File: src/design/xcs_pkg.sv
// Package for the XMODEM-CRC sender: protocol characters, register indexes,
// the result beat type and the CRC-16 and boot text functions.
// Used by the top level and the engine; depends on nothing.
`timescale 1ns / 1ps
`default_nettype none

package xcs_pkg;

  localparam int BLOCK_BYTES_DEF = 128;

  localparam int CFG_IDX_W  = 1;
  localparam int CFG_DATA_W = 8;

  localparam logic [CFG_IDX_W-1:0] CFG_MAX_ATTEMPTS = 1'd0;
  localparam logic [CFG_IDX_W-1:0] CFG_PAD_BYTE     = 1'd1;

  localparam logic [3:0] MAX_ATTEMPTS_RST = 4'd3;
  localparam logic [7:0] PAD_BYTE_RST     = 8'h00;

  localparam logic [7:0] CH_SOH   = 8'h01;
  localparam logic [7:0] CH_EOT   = 8'h04;
  localparam logic [7:0] CH_ACK   = 8'h06;
  localparam logic [7:0] CH_START = 8'h43;

  localparam logic [2:0] REQ_RX_BYTE   = 3'd0;
  localparam logic [2:0] REQ_DATA_BYTE = 3'd1;
  localparam logic [2:0] REQ_END_DATA  = 3'd2;
  localparam logic [2:0] REQ_TICK      = 3'd3;
  localparam logic [2:0] REQ_RESTART   = 3'd4;

  localparam logic [1:0] KIND_TX       = 2'd0;
  localparam logic [1:0] KIND_CONSOLE  = 2'd1;
  localparam logic [1:0] KIND_FAILED   = 2'd2;
  localparam logic [1:0] KIND_COMPLETE = 2'd3;

  localparam logic [2:0] BOOT_LAST_IDX = 3'd6;

  typedef struct packed {
    logic       valid;
    logic [1:0] kind;
    logic [7:0] data;
    logic       last;
  } result_t;

  // One byte of CRC-16 with polynomial 0x1021, processed MSB first.
  function automatic logic [15:0] crc16_byte(input logic [15:0] crc_in,
                                             input logic [7:0] data);
    logic [15:0] c;
    c = crc_in ^ {data, 8'h00};
    for (int k = 0; k < 8; k++) begin
      if (c[15]) begin
        c = {c[14:0], 1'b0} ^ 16'h1021;
      end else begin
        c = {c[14:0], 1'b0};
      end
    end
    return c;
  endfunction

  function automatic logic [7:0] boot_char(input logic [2:0] idx);
    logic [7:0] ch;
    unique case (idx)
      3'd0:    ch = 8'h24;
      3'd1:    ch = 8'h58;
      3'd2:    ch = 8'h42;
      3'd3:    ch = 8'h4F;
      3'd4:    ch = 8'h4F;
      3'd5:    ch = 8'h54;
      default: ch = 8'h24;
    endcase
    return ch;
  endfunction

endpackage

`default_nettype wire

File: src/design/xmodem_crc_sender.sv
// XMODEM-CRC sender top level: request, configuration and result registers
// around the block store RAM and the protocol engine. Uses xcs_pkg.
// Request beats pass the request register, result beats the output register.
// Throughput: one request beat per cycle while the result side takes beats; a stalled
// result beat holds the request register, so the input stalls in the same cycle.
// Reset clears control state, sets max_attempts to 3 and pad_byte to 0; no RAM clear.
`timescale 1ns / 1ps
`default_nettype none

module xmodem_crc_sender #(
  parameter int BLOCK_BYTES = xcs_pkg::BLOCK_BYTES_DEF
) (
  input  wire logic                           clk,
  input  wire logic                           rst_n,
  input  wire logic                           in_valid,
  output logic                                in_stall,
  input  wire logic [2:0]                     in_req_type,
  input  wire logic [7:0]                     in_byte,
  output logic                                out_valid,
  input  wire logic                           out_stall,
  output logic      [1:0]                     out_kind,
  output logic      [7:0]                     out_byte,
  output logic                                out_frame_last,
  input  wire logic                           cfg_we,
  input  wire logic [xcs_pkg::CFG_IDX_W-1:0]  cfg_idx,
  input  wire logic [xcs_pkg::CFG_DATA_W-1:0] cfg_wdata
);

  localparam int AW = $clog2(BLOCK_BYTES);

  logic             req_vld_r;
  logic [2:0]       req_type_r;
  logic [7:0]       req_byte_r;
  logic             advance;
  logic             in_accept;
  logic [3:0]       max_att_r;
  logic [7:0]       pad_r;
  logic             out_vld_r, out_vld_nxt;
  logic [1:0]       out_kind_r;
  logic [7:0]       out_byte_r;
  logic             out_last_r;
  logic [7:0]       rd_data;
  logic [AW-1:0]    rd_addr;
  logic             wr_en;
  logic [AW-1:0]    wr_addr;
  logic [7:0]       wr_data;
  xcs_pkg::result_t res;

  assign advance   = req_vld_r && (!out_vld_r || !out_stall);
  assign in_stall  = req_vld_r && !advance;
  assign in_accept = in_valid && !in_stall;
  assign out_vld_nxt = advance ? res.valid : (out_vld_r && out_stall);

  always_ff @(posedge clk) begin
    if (!rst_n) begin
      req_vld_r <= 1'b0;
      out_vld_r <= 1'b0;
      max_att_r <= xcs_pkg::MAX_ATTEMPTS_RST;
      pad_r     <= xcs_pkg::PAD_BYTE_RST;
    end else begin
      out_vld_r <= out_vld_nxt;
      if (in_accept) begin
        req_vld_r <= 1'b1;
      end else if (advance) begin
        req_vld_r <= 1'b0;
      end
      if (cfg_we) begin
        unique case (cfg_idx)
          xcs_pkg::CFG_MAX_ATTEMPTS: max_att_r <= cfg_wdata[3:0];
          xcs_pkg::CFG_PAD_BYTE:     pad_r     <= cfg_wdata;
          default: begin
          end
        endcase
      end
    end
  end

  always_ff @(posedge clk) begin
    if (in_accept) begin
      req_type_r <= in_req_type;
      req_byte_r <= in_byte;
    end
    if (advance && res.valid) begin
      out_kind_r <= res.kind;
      out_byte_r <= res.data;
      out_last_r <= res.last;
    end
  end

  xcs_ram #(
    .WIDTH(8),
    .DEPTH(BLOCK_BYTES)
  ) u_store (
    .clk    (clk),
    .wr_en  (wr_en),
    .wr_addr(wr_addr),
    .wr_data(wr_data),
    .rd_addr(rd_addr),
    .rd_data(rd_data)
  );

  xcs_engine #(
    .BLOCK_BYTES(BLOCK_BYTES)
  ) u_engine (
    .clk         (clk),
    .rst_n       (rst_n),
    .step        (advance),
    .req         (req_type_r),
    .req_byte    (req_byte_r),
    .max_attempts(max_att_r),
    .pad_byte    (pad_r),
    .rd_data     (rd_data),
    .rd_addr     (rd_addr),
    .wr_en       (wr_en),
    .wr_addr     (wr_addr),
    .wr_data     (wr_data),
    .res         (res)
  );

  assign out_valid      = out_vld_r;
  assign out_kind       = out_kind_r;
  assign out_byte       = out_byte_r;
  assign out_frame_last = out_last_r;

endmodule

`default_nettype wire

File: src/design/xcs_ram.sv
// Generic single-port-write, single-port-read RAM with a registered read.
// Holds the data block of the XMODEM-CRC sender; no dependencies.
`timescale 1ns / 1ps
`default_nettype none

module xcs_ram #(
  parameter int WIDTH = 8,
  parameter int DEPTH = 128
) (
  input  wire logic                     clk,
  input  wire logic                     wr_en,
  input  wire logic [$clog2(DEPTH)-1:0] wr_addr,
  input  wire logic [WIDTH-1:0]         wr_data,
  input  wire logic [$clog2(DEPTH)-1:0] rd_addr,
  output logic      [WIDTH-1:0]         rd_data
);

  logic [WIDTH-1:0] mem [DEPTH];

  always_ff @(posedge clk) begin
    if (wr_en) begin
      mem[wr_addr] <= wr_data;
    end
    rd_data <= mem[rd_addr];
  end

endmodule

`default_nettype wire

File: src/design/xcs_engine.sv
// Protocol engine of the XMODEM-CRC sender: state machine, block counters,
// running CRC and the block store addressing. Uses xcs_pkg.
`timescale 1ns / 1ps
`default_nettype none

module xcs_engine #(
  parameter int BLOCK_BYTES = xcs_pkg::BLOCK_BYTES_DEF
) (
  input  wire logic                           clk,
  input  wire logic                           rst_n,
  input  wire logic                           step,
  input  wire logic [2:0]                     req,
  input  wire logic [7:0]                     req_byte,
  input  wire logic [3:0]                     max_attempts,
  input  wire logic [7:0]                     pad_byte,
  input  wire logic [7:0]                     rd_data,
  output logic      [$clog2(BLOCK_BYTES)-1:0] rd_addr,
  output logic                                wr_en,
  output logic      [$clog2(BLOCK_BYTES)-1:0] wr_addr,
  output logic      [7:0]                     wr_data,
  output xcs_pkg::result_t                    res
);

  localparam int AW = $clog2(BLOCK_BYTES);
  localparam int FW = $clog2(BLOCK_BYTES + 1);
  localparam int EW = $clog2(BLOCK_BYTES + 5);

  localparam logic [3:0] ST_LOAD       = 4'd0;
  localparam logic [3:0] ST_WAIT_C     = 4'd1;
  localparam logic [3:0] ST_SEND       = 4'd2;
  localparam logic [3:0] ST_WAIT_RESP  = 4'd3;
  localparam logic [3:0] ST_SEND_EOT   = 4'd4;
  localparam logic [3:0] ST_WAIT_FINAL = 4'd5;
  localparam logic [3:0] ST_PRINT      = 4'd6;
  localparam logic [3:0] ST_FAILED     = 4'd7;
  localparam logic [3:0] ST_BOOT       = 4'd8;

  localparam logic [EW-1:0] IDX_BLKNUM = EW'(1);
  localparam logic [EW-1:0] IDX_BLKINV = EW'(2);
  localparam logic [EW-1:0] IDX_DATA0  = EW'(3);
  localparam logic [EW-1:0] IDX_CRC_HI = EW'(3 + BLOCK_BYTES);
  localparam logic [FW-1:0] FILL_FULL  = FW'(BLOCK_BYTES);

  logic [3:0]    state_r, state_nxt;
  logic [FW-1:0] fill_r, fill_nxt;
  logic [7:0]    blk_num_r, blk_num_nxt;
  logic          first_r, first_nxt;
  logic [3:0]    retry_r, retry_nxt;
  logic [EW-1:0] emit_r, emit_nxt;
  logic [15:0]   crc_r, crc_nxt;

  logic [EW-1:0] data_off;
  logic [EW-1:0] data_off_nxt;
  logic [7:0]    data_byte;
  logic [3:0]    retry_inc;
  logic [FW-1:0] fill_inc;

  assign data_off     = emit_r - IDX_DATA0;
  assign data_off_nxt = emit_nxt - IDX_DATA0;
  assign rd_addr      = data_off_nxt[AW-1:0];
  assign data_byte    = (data_off < EW'(fill_r)) ? rd_data : pad_byte;
  assign retry_inc    = retry_r + 4'd1;
  assign fill_inc     = fill_r + FW'(1);
  assign wr_addr      = fill_r[AW-1:0];
  assign wr_data      = req_byte;

  always_comb begin
    state_nxt   = state_r;
    fill_nxt    = fill_r;
    blk_num_nxt = blk_num_r;
    first_nxt   = first_r;
    retry_nxt   = retry_r;
    emit_nxt    = emit_r;
    crc_nxt     = crc_r;
    wr_en       = 1'b0;
    res         = '0;
    if (step) begin
      unique case (req)
        xcs_pkg::REQ_RX_BYTE: begin
          if (state_r == ST_WAIT_C) begin
            if (req_byte == xcs_pkg::CH_START) begin
              emit_nxt  = '0;
              state_nxt = ST_SEND;
            end
          end else if (state_r == ST_WAIT_RESP) begin
            if (req_byte == xcs_pkg::CH_ACK) begin
              retry_nxt   = '0;
              blk_num_nxt = blk_num_r + 8'd1;
              first_nxt   = 1'b0;
              fill_nxt    = '0;
              state_nxt   = ST_LOAD;
            end else begin
              retry_nxt = retry_inc;
              if (retry_inc >= max_attempts) begin
                state_nxt = ST_FAILED;
                res.valid = 1'b1;
                res.kind  = xcs_pkg::KIND_FAILED;
              end else begin
                emit_nxt  = '0;
                state_nxt = ST_SEND;
              end
            end
          end else if (state_r == ST_WAIT_FINAL) begin
            state_nxt = ST_PRINT;
            res.valid = 1'b1;
            res.kind  = xcs_pkg::KIND_COMPLETE;
          end else if (state_r == ST_PRINT) begin
            res.valid = 1'b1;
            res.kind  = xcs_pkg::KIND_CONSOLE;
            res.data  = req_byte;
          end
        end
        xcs_pkg::REQ_DATA_BYTE: begin
          if (state_r == ST_LOAD && fill_r < FILL_FULL) begin
            wr_en    = 1'b1;
            fill_nxt = fill_inc;
            if (fill_inc >= FILL_FULL) begin
              emit_nxt  = '0;
              state_nxt = first_r ? ST_WAIT_C : ST_SEND;
            end
          end
        end
        xcs_pkg::REQ_END_DATA: begin
          if (state_r == ST_LOAD) begin
            if (fill_r == '0 && !first_r) begin
              state_nxt = ST_SEND_EOT;
            end else begin
              emit_nxt  = '0;
              state_nxt = first_r ? ST_WAIT_C : ST_SEND;
            end
          end
        end
        xcs_pkg::REQ_TICK: begin
          if (state_r == ST_SEND) begin
            res.valid = 1'b1;
            res.kind  = xcs_pkg::KIND_TX;
            emit_nxt  = emit_r + EW'(1);
            priority if (emit_r == '0) begin
              crc_nxt  = '0;
              res.data = xcs_pkg::CH_SOH;
            end else if (emit_r == IDX_BLKNUM) begin
              res.data = blk_num_r;
            end else if (emit_r == IDX_BLKINV) begin
              res.data = ~blk_num_r;
            end else if (emit_r < IDX_CRC_HI) begin
              res.data = data_byte;
              crc_nxt  = xcs_pkg::crc16_byte(crc_r, data_byte);
            end else if (emit_r == IDX_CRC_HI) begin
              res.data = crc_r[15:8];
            end else begin
              res.data  = crc_r[7:0];
              res.last  = 1'b1;
              emit_nxt  = '0;
              state_nxt = ST_WAIT_RESP;
            end
          end else if (state_r == ST_SEND_EOT) begin
            state_nxt = ST_WAIT_FINAL;
            res.valid = 1'b1;
            res.kind  = xcs_pkg::KIND_TX;
            res.data  = xcs_pkg::CH_EOT;
            res.last  = 1'b1;
          end else if (state_r == ST_BOOT) begin
            res.valid = 1'b1;
            res.kind  = xcs_pkg::KIND_TX;
            if (emit_r >= EW'(xcs_pkg::BOOT_LAST_IDX)) begin
              res.data  = xcs_pkg::boot_char(xcs_pkg::BOOT_LAST_IDX);
              res.last  = 1'b1;
              emit_nxt  = '0;
              state_nxt = ST_LOAD;
            end else begin
              res.data = xcs_pkg::boot_char(emit_r[2:0]);
              emit_nxt = emit_r + EW'(1);
            end
          end
        end
        xcs_pkg::REQ_RESTART: begin
          if (state_r == ST_PRINT || state_r == ST_FAILED) begin
            fill_nxt    = '0;
            blk_num_nxt = 8'd1;
            first_nxt   = 1'b1;
            retry_nxt   = '0;
            emit_nxt    = '0;
            crc_nxt     = '0;
            state_nxt   = ST_BOOT;
          end
        end
        default: begin
        end
      endcase
    end
  end

  always_ff @(posedge clk) begin
    if (!rst_n) begin
      state_r   <= ST_LOAD;
      fill_r    <= '0;
      blk_num_r <= 8'd1;
      first_r   <= 1'b1;
      retry_r   <= '0;
      emit_r    <= '0;
      crc_r     <= '0;
    end else begin
      state_r   <= state_nxt;
      fill_r    <= fill_nxt;
      blk_num_r <= blk_num_nxt;
      first_r   <= first_nxt;
      retry_r   <= retry_nxt;
      emit_r    <= emit_nxt;
      crc_r     <= crc_nxt;
    end
  end

  a_fill_bound: assert property (@(posedge clk) disable iff (!rst_n)
    fill_r <= FILL_FULL)
    else $error("fill count exceeds the block size");

  a_send_index: assert property (@(posedge clk) disable iff (!rst_n)
    state_r == ST_SEND |-> emit_r <= IDX_CRC_HI + EW'(1))
    else $error("frame index ran past the CRC low byte");

  a_boot_index: assert property (@(posedge clk) disable iff (!rst_n)
    state_r == ST_BOOT |-> emit_r <= EW'(xcs_pkg::BOOT_LAST_IDX))
    else $error("boot string index out of range");

  a_fail_state: assert property (@(posedge clk) disable iff (!rst_n)
    res.valid && res.kind == xcs_pkg::KIND_FAILED |=> state_r == ST_FAILED)
    else $error("failure reported without entering the failed state");

  a_last_tx: assert property (@(posedge clk) disable iff (!rst_n)
    res.valid && res.last |-> res.kind == xcs_pkg::KIND_TX)
    else $error("frame end flagged on an event beat");

endmodule

`default_nettype wire
File: config.mk
export PLATFORM = sky130hd
export DESIGN_NAME = xmodem_crc_sender
export DESIGN_NICKNAME = d
export VERILOG_FILES = /design/src/design/xcs_pkg.sv /design/src/design/xmodem_crc_sender.sv /design/src/design/xcs_ram.sv /design/src/design/xcs_engine.sv
export SDC_FILE = /design/constraint.sdc
export NUM_CORES = 1
export LEC_CHECK = 0
export BUFFER_PORTS_ARGS = -buffer_cell sky130_fd_sc_hd__clkbuf_2
export CAP_MARGIN = 15
export CORE_ASPECT_RATIO = 2
export CORE_UTILIZATION = 40
export CTS_BUF_LIST = sky130_fd_sc_hd__clkbuf_8
export DETAILED_ROUTE_END_ITERATION = 6
export MAX_ROUTING_LAYER = met4
export PLACE_DENSITY = 0.64
export REMOVE_ABC_BUFFERS = 1
export SETUP_SLACK_MARGIN = 0.4
export SYNTH_ARGS = -nofsm -noshare
export SYNTH_HDL_FRONTEND = slang
export SYNTH_SLANG_ARGS = --single-unit
export TNS_END_PERCENT = 10
File: constraint.sdc
create_clock -name clk -period 11.8 [get_ports clk]
set_input_delay 2.36 -clock clk [delete_from_list [all_inputs] [get_ports clk]]
set_output_delay 2.36 -clock clk [all_outputs]
set_load 0.05 [all_outputs]
==> results of run 1 <==
==> power breakdown <==
| part | switching, uW | internal [uW] | leakage (uW) |
|---|---|---|---|
| clock | 1420 | 1270 | 0.00155 |
| combinational | 150 | 43.9 | 0.00487 |
| sequential | 9.26 | 4360 | 0.00996 |
| total | 1580 | 5680 | 0.0164 |
==> routing by layer <==
| metal | part of all wire (%) | up-vias | global-route usage [%] |
|---|---|---|---|
| met4 | 8.0 | 0 | 15.9 |
| met2 | 56 | 934 | 39.2 |
| met5 | 0 | - | - |
| met1 | 32 | 12286 | 20.2 |
| li1 | - | 10209 | - |
| met3 | 4.9 | 320 | 3.31 |
==> Yosys cell counts, types with 3 or more instances <==
cell type | number | share of area [%]
ha_1 | 20 | 0.55
nand2b_1 | 14 | 0.19
o21ai_0 | 39 | 0.43
nand3_1 | 57 | 0.63
o211ai_1 | 8 | 0.13
inv_1 | 25 | 0.21
dfxtp_1 | 71 | 3.1
a22oi_1 | 13 | 0.21
mux4_2 | 256 | 13
xnor2_2 | 3 | 0.11
a222oi_1 | 9 | 0.20
or3_1 | 4 | 0.055
nor4_1 | 7 | 0.096
o21a_1 | 6 | 0.099
a31oi_1 | 6 | 0.082
nor4b_1 | 3 | 0.058
and3_1 | 7 | 0.096
buf_2 | 24 | 0.26
nor2_1 | 194 | 1.6
clkbuf_1 | 69 | 0.57
nand4_1 | 24 | 0.33
nor2b_1 | 27 | 0.37
mux2i_1 | 132 | 2.9
buf_4 | 26 | 0.43
a21boi_0 | 13 | 0.21
edfxtp_1 | 1046 | 69
a21oi_4 | 3 | 0.11
a21oi_1 | 27 | 0.30
o2111ai_1 | 4 | 0.077
nand2_1 | 187 | 1.5
o22ai_1 | 5 | 0.069
o211a_1 | 3 | 0.066
or2_2 | 7 | 0.096
and2_1 | 12 | 0.16
buf_1 | 3 | 0.025
o21ai_2 | 4 | 0.077
or4_1 | 4 | 0.066
a32oi_1 | 22 | 0.42
xor2_1 | 17 | 0.33
xnor2_1 | 32 | 0.61
nor3_1 | 13 | 0.14
buf_6 | 11 | 0.27
nor3_2 | 5 | 0.11
==> how the worst max path moves through the flow <==
stage / to / depth (start not counted) / startpoint
4_1_cts: u_store.rd_data[1] / 15 / req_byte_r[7]
6_report: u_store.rd_data[2] / 16 / req_byte_r[7]
5_1_grt: u_store.rd_data[2] / 15 / req_byte_r[7]
2_1_floorplan: u_store.rd_data[1] / 12 / out_stall
3_3_place_gp: u_store.rd_data[2] / 14 / out_stall
3_5_place_dp: u_store.rd_data[1] / 14 / out_stall
==> logic make-up (layout without fill, tap and decap cells) <==
group / count (synthesis) / count (layout) / synth area share (%)
flops: 1117 / 1117 / 72.0
simple gates: 581 / 581 / 5.88
mux: 390 / 390 / 15.6
compound gates: 191 / 191 / 3.07
buf+inv: 158 / 365 / 1.76
xor+xnor: 55 / 55 / 1.20
fa+ha+maj: 20 / 20 / 0.548
other cells: 0 / 1 / 0
==> per-stage QoR <==
step,setup TNS (ns),cells,total power [uW],instance area [um2],setup slack (ns)
after global placement,0,3950,4640,47300,3.34
after detailed placement,0,3950,4650,47300,3.31
after global routing,0,4216,7470,50000,3.35
after CTS,0,4215,7330,50000,3.75
final,0,4216,7260,50000,3.74
after floorplan,-88.82,2379,4580,44900,-10.64
==> final cells by class <==
class / instances / area [um2] / area share (%)
clock buffer: 159 / 2190 / 4.37
tap: 1496 / 1870 / 3.74
timing repair buffer: 75 / 495 / 0.990
clock inverter: 106 / 507 / 1.01
antenna: 1 / 2.50 / 0.00500
multi-input combinational: 1237 / 12100 / 24.1
inverter: 25 / 93.8 / 0.188
sequential: 1117 / 32800 / 65.6
==> flip-flops by register name, indices dropped and copies added, names as in the netlist, 2 cells and up <==
signal              count
req_byte_r              8
req_type_r              3
pad_r                   8
u_engine.fill_r         8
u_engine.crc_r         16
u_engine.blk_num_r      8
u_store.mem          1024
u_store.rd_data         8
max_att_r               4
out_kind                2
u_engine.emit_r         8
u_engine.retry_r        4
out_byte                8
u_engine.state_r        4
==> cell usage in the layout, fill, tap and decap left out, types with 5 or more instances in the layout <==
cell / count
a21boi_0: 13
a21oi_1: 27
a222oi_1: 9
a22oi_1: 13
a31oi_1: 6
a32oi_1: 22
and2_1: 12
and3_1: 7
buf_4: 36
clkbuf_2: 37
clkbuf_8: 159
clkinv_1: 27
clkinv_2: 22
clkinvlp_4: 6
dfxtp_1: 71
edfxtp_1: 1046
ha_1: 19
inv_1: 69
mux2i_1: 132
mux4_2: 256
nand2_1: 185
nand2b_1: 14
nand3_1: 56
nand4_1: 24
nor2_1: 194
nor2b_1: 27
nor3_1: 13
nor3_2: 5
nor4_1: 7
o211ai_1: 8
o21a_1: 6
o21ai_0: 39
o22ai_1: 5
or2_2: 7
xnor2_1: 31
xor2_1: 17
==> tightest hold or removal path, stage by stage, from the launching register on <==
cell and delay (ns):
dfxtp_1 0.32, nand2_1 0.05, a21boi_0 0.06
==> flow_metrics.env, run 1 <==
export IMPL_cpLargestDelayFamily="buffers and inverters"
export IMPL_holdWs_ns=0.475
export IMPL_violations="DRC"
export IMPL_r2r_start="req_byte_r[7]"
export IMPL_hpwl_mm=78.9
export IMPL_cts_tree="done"
export IMPL_dieArea_um2=116000
export IMPL_ys_warn_count=0
export IMPL_worstSetupEndpointType="flip-flop"
export IMPL_maxCapViolations=0
export IMPL_drtIter0Drc=1784
export IMPL_max_stage_delay_ns=0.89
export IMPL_ff2ff_setup_slack_ns=3.74
export IMPL_min_path_type="flip-flop to flip-flop"
export IMPL_numCtsBuffers=147
export IMPL_first_global_vias=25473
export IMPL_crit_arrival_ns=8.73
export IMPL_routed_wl_mm=119
export IMPL_ant_nets=0
export IMPL_drc=1
export IMPL_path_cells="buf_4 > buf_4 > nor4_1 > and3_1 > o311ai_1 > nand3_1 > o21ai_4 > buf_4 > inv_1 > ha_4 > buf_12 > mux4_2 > mux2i_1 > mux2i_1 > o211ai_1 > nand4_1"
export IMPL_path_common_cell="buf_4"
export IMPL_post_route_period_util_pct=68.3
export IMPL_syn_area_um2=45600
export IMPL_min_to="pad_r[1]"
export IMPL_critPathSlowestCell="mux2i_1"
export IMPL_tightest_slew_ns=1.13
export IMPL_drive_gt1_share_pct=21.0
export IMPL_fin_crit_ns=8.06
export IMPL_overflow=0
export IMPL_fin_util_pct=44.4
export IMPL_power_density_nw_per_um2=145
export IMPL_grt_pass1_wl_mm=172
export IMPL_die_height_um=480
export IMPL_cts_htree_levels=4
export IMPL_synth_seq_cells=1117
export IMPL_clock_skew_ns=0.0418
export IMPL_rsz0062_at_grt="no"
export IMPL_max_clock_path_buffers=3
export IMPL_die_x_um=241
export IMPL_critPathMaxFanout=121
export IMPL_grt_start_max_net_pins=122
export IMPL_ctsResizeCount=0
export IMPL_vias=23749
export IMPL_cts_hold_buffers=0
export IMPL_setup_violations=0
export IMPL_clock_latency_ns=0.81
export IMPL_grt_usage_pct=21.6
export IMPL_io_buffer_count=37
export IMPL_path_class="flip-flop to flip-flop"
export IMPL_postCtsSetupRepairBufs=0
export IMPL_synth_cell_types=79
export IMPL_synth_async_reset_ratio_pct=0
export IMPL_clk_pin_slew_ns=0.07
export IMPL_num_io_pins=38
export IMPL_yosysSeqAreaShare_pct=72.0
export IMPL_clockRootBuffer="clkbuf_8"
export IMPL_nets=2648
export IMPL_max_vdd_ir_drop_mv=0.106
export IMPL_path_buf_inv=5
export IMPL_p_leak_uw=0.0164
export IMPL_fp_row_count=174
export IMPL_slew_headroom_pct=22.6
export IMPL_clock_sinks=1117
export IMPL_synthFlopType="edfxtp_1"
export IMPL_core_area_um2=113000
export IMPL_place_congestion=1.01
export IMPL_vias_per_cell=5.63
export IMPL_syn_inst=2512
export IMPL_synth_edff_count=1046
export IMPL_cp_required_ns=12.48
export IMPL_hold_violations=0
export IMPL_max_freq_mhz=124
export IMPL_routed_wire_length_per_instance_um=28.2
export IMPL_area_growth_synth_to_final_pct=9.68
export IMPL_syn_area_per_cell_um2=18.2
export IMPL_final_max_slew_viol_count=0
export IMPL_antenna_found_initial=2
export IMPL_dr_pass1_iters=7
export IMPL_worst_setup_path_start_kind="flip-flop"
export IMPL_worstHoldPathCells=2
export IMPL_hold_start="pad_r[1]"
export IMPL_r2r_cells=16
export IMPL_status="complete, but fails checks"
export IMPL_start_util_pct=40.5
export IMPL_r2r_end="u_store.rd_data[2]"
export IMPL_fillCellCount=9757
Power figures use the tool's default switching activity.
==> inputs of run 2 (changes only) <==
PLACE_DENSITY = 0.66   (was 0.64)
clock period = 6.9 ns   (was 11.8 ns; I/O delays follow)
==> run 2 against run 1 <==
Compared with the run above: the flow still finishes with violations (DRC); combinational power grew 72%; register-to-register slack lost 2.4 ns; routed wire length shrank 3.7%; worst setup slack lost 2.4 ns; sequential share of layout area shrank 0.52 points; via count grew 0.30%; sequential cell count is the same; critical path depth grew 1; critical endpoint is now u_store.rd_data[6]; largest cell class unchanged; highest routed layer unchanged.
==> flow_metrics.env, run 2 (synthesis results as in run 1) <==
export IMPL_routed_wire_length_per_instance_um=27.0
export IMPL_power_density_nw_per_um2=254
export IMPL_clock_skew_ns=0.0607
export IMPL_maxCapViolations=0
export IMPL_worstHoldPathCells=2
export IMPL_worst_setup_path_start_kind="flip-flop"
export IMPL_crit_arrival_ns=6.28
export IMPL_cpLargestDelayFamily="simple AND/OR/NAND/NOR gates"
export IMPL_clockRootBuffer="clkbuf_8"
export IMPL_hpwl_mm=74.0
export IMPL_path_class="flip-flop to flip-flop"
export IMPL_path_buf_inv=2
export IMPL_post_route_period_util_pct=81.1
export IMPL_antenna_found_initial=1
export IMPL_fp_row_count=174
export IMPL_clock_sinks=1117
export IMPL_grt_usage_pct=20.7
export IMPL_mostFrequentLayoutCell="edfxtp_1"
export IMPL_first_global_vias=25295
export IMPL_numCtsBuffers=147
export IMPL_clk_pin_slew_ns=0.07
export IMPL_placed_cells=3967
export IMPL_core_area_um2=113000
export IMPL_ctsResizeCount=0
export IMPL_drc=12
export IMPL_clock_latency_ns=0.83
export IMPL_p_sw_uw=2770
export IMPL_fin_util_pct=44.7
export IMPL_fin_crit_ns=5.59
export IMPL_violations="DRC"
export IMPL_postCtsSetupRepairBufs=0
export IMPL_ant_nets=0
export IMPL_hold_violations=0
export IMPL_pwr_share_clk_pct=38.9
export IMPL_path_cells="inv_1 > ha_1 > nor2b_1 > o21ai_1 > a32oi_1 > nand2_1 > o21ai_4 > inv_1 > ha_4 > nor2b_1 > o21ai_0 > o21ai_2 > nand4_2 > xnor2_2 > nor2_1 > nand4_1 > nand4_1"
export IMPL_area_growth_synth_to_final_pct=10.6
export IMPL_dieArea_um2=116000
export IMPL_min_path_type="flip-flop to flip-flop"
export IMPL_rsz0062_at_grt="no"
export IMPL_vias=23821
export IMPL_grt_pass1_wl_mm=167
export IMPL_drive_gt1_share_pct=21.7
export IMPL_cp_required_ns=7.59
export IMPL_die_x_um=241
export IMPL_p_sw_share_pct=21.7
export IMPL_max_freq_mhz=179
export IMPL_fillCellCount=9771
export IMPL_status="complete, but fails checks"
export IMPL_seq_power_share_pct=58.5
export IMPL_die_height_um=480
export IMPL_combPwrFrac_pct=2.6
export IMPL_regMostFlops="u_store.mem"
export IMPL_overflow=0
export IMPL_cts_tree="done"
export IMPL_slew_headroom_pct=25.6
export IMPL_cts_hold_buffers=0
export IMPL_io_buffer_count=37
export IMPL_setup_violations=0
export IMPL_critPathMaxFanout=15
export IMPL_routed_wl_mm=114
export IMPL_critPathSlowestCell="a32oi_1"
export IMPL_vias_per_cell=5.63
export IMPL_max_stage_delay_ns=0.83
export IMPL_largest_register_ffs=1024
export IMPL_max_clock_path_buffers=3
export IMPL_p_leak_uw=0.0166
export IMPL_internal_power_uw=10000
export IMPL_start_util_pct=40.5
export IMPL_cts_htree_levels=4
export IMPL_dr_pass1_iters=7
export IMPL_max_vdd_ir_drop_mv=0.170
export IMPL_num_io_pins=38
export IMPL_final_max_slew_viol_count=0
export IMPL_cp_depth=17
export IMPL_fin_cells=4232
export IMPL_tightest_slew_ns=1.11
export IMPL_drtIter0Drc=1795
export IMPL_grt_start_max_net_pins=82
export IMPL_nets=2665
export IMPL_place_congestion=0.915
export IMPL_reg_top3="u_store.mem (1024), u_engine.crc_r (16)"
export IMPL_worstSetupEndpointType="flip-flop"
export IMPL_r2r_cells=17
export IMPL_final_cell_mix="edfxtp_1 (1,046), mux4_2 (256), nor2_1 (194)"
-- run 2: changes by cell type in the layout (fill, tap and decap cells not counted), sizes merged --
cell,previous run,this run
buf,38,55
bufinv,1,10
clkbuf,196,192
inv,74,70
clkinvlp,6,4
-- run 2: power groups by stage --
stage | Sequential (uW) | Clock (uW) | Combinational [uW]
CTS | 7480 | 5080 | 335
global placement | 7620 | 0 | 316
detailed placement | 7620 | 0 | 335
global route | 7470 | 5310 | 355
floorplan | 7700 | 0 | 127
finish | 7480 | 4980 | 332
-- run 2: area by class of cell --
| cell class | instances | area [um2] | area share (%) |
|---|---|---|---|
| well taps | 1496 | 1870 | 3.71 |
| diodes | 1 | 2.50 | 0.00496 |
| flip-flops and latches | 1117 | 32800 | 65.1 |
| clock buffers | 155 | 2130 | 4.23 |
| multi-input cells | 1237 | 12100 | 23.9 |
| clock inverters | 109 | 764 | 1.52 |
| inverters | 25 | 93.8 | 0.186 |
| repair buffers | 92 | 698 | 1.38 |
-- run 2: metal layers --
layer / track usage (%) / up-vias / part of all wire [%]
met3: 2.63 / 341 / 4.4
met5: - / - / 0
met1: 20.2 / 12301 / 33
met4: 15.8 / 0 / 8.5
met2: 36.8 / 921 / 54
li1: - / 10258 / -
-- run 2: per-stage QoR --
stage / setup WS, ns / power, uW / TNS, ns / hold slack, ns / instance area, um2
floorplan: -15.38 / 7830 / -131.48 / 0.443 / 44900
global placement: 1.03 / 7940 / 0 / 0.461 / 47500
detailed placement: 0.959 / 7960 / 0 / 0.466 / 47500
CTS: 1.26 / 12900 / 0 / 0.479 / 50400
global route: 0.920 / 13100 / 0 / 0.493 / 50400
finish: 1.31 / 12800 / 0 / 0.475 / 50400
-- run 2: path summary, 6_finish.rpt --
path | from | to | slack (ns)
hold / removal | pad_r[4] | pad_r[4] | 0.48
setup / recovery | u_engine.emit_r[0] | u_store.rd_data[6] | 1.31
setup reg to reg | u_engine.emit_r[0] | u_store.rd_data[6] | 1.31
hold reg to reg | pad_r[4] | pad_r[4] | 0.48
-- run 2: worst reg2reg max path: cells and delay by family (launching register included) --
kind	cells	cell delay [ns]
simple gates	7	1.67
compound gates	5	1.54
xor+xnor	1	0.79
fa+ha+maj	2	0.72
flops	1	0.38
buf+inv	2	0.34
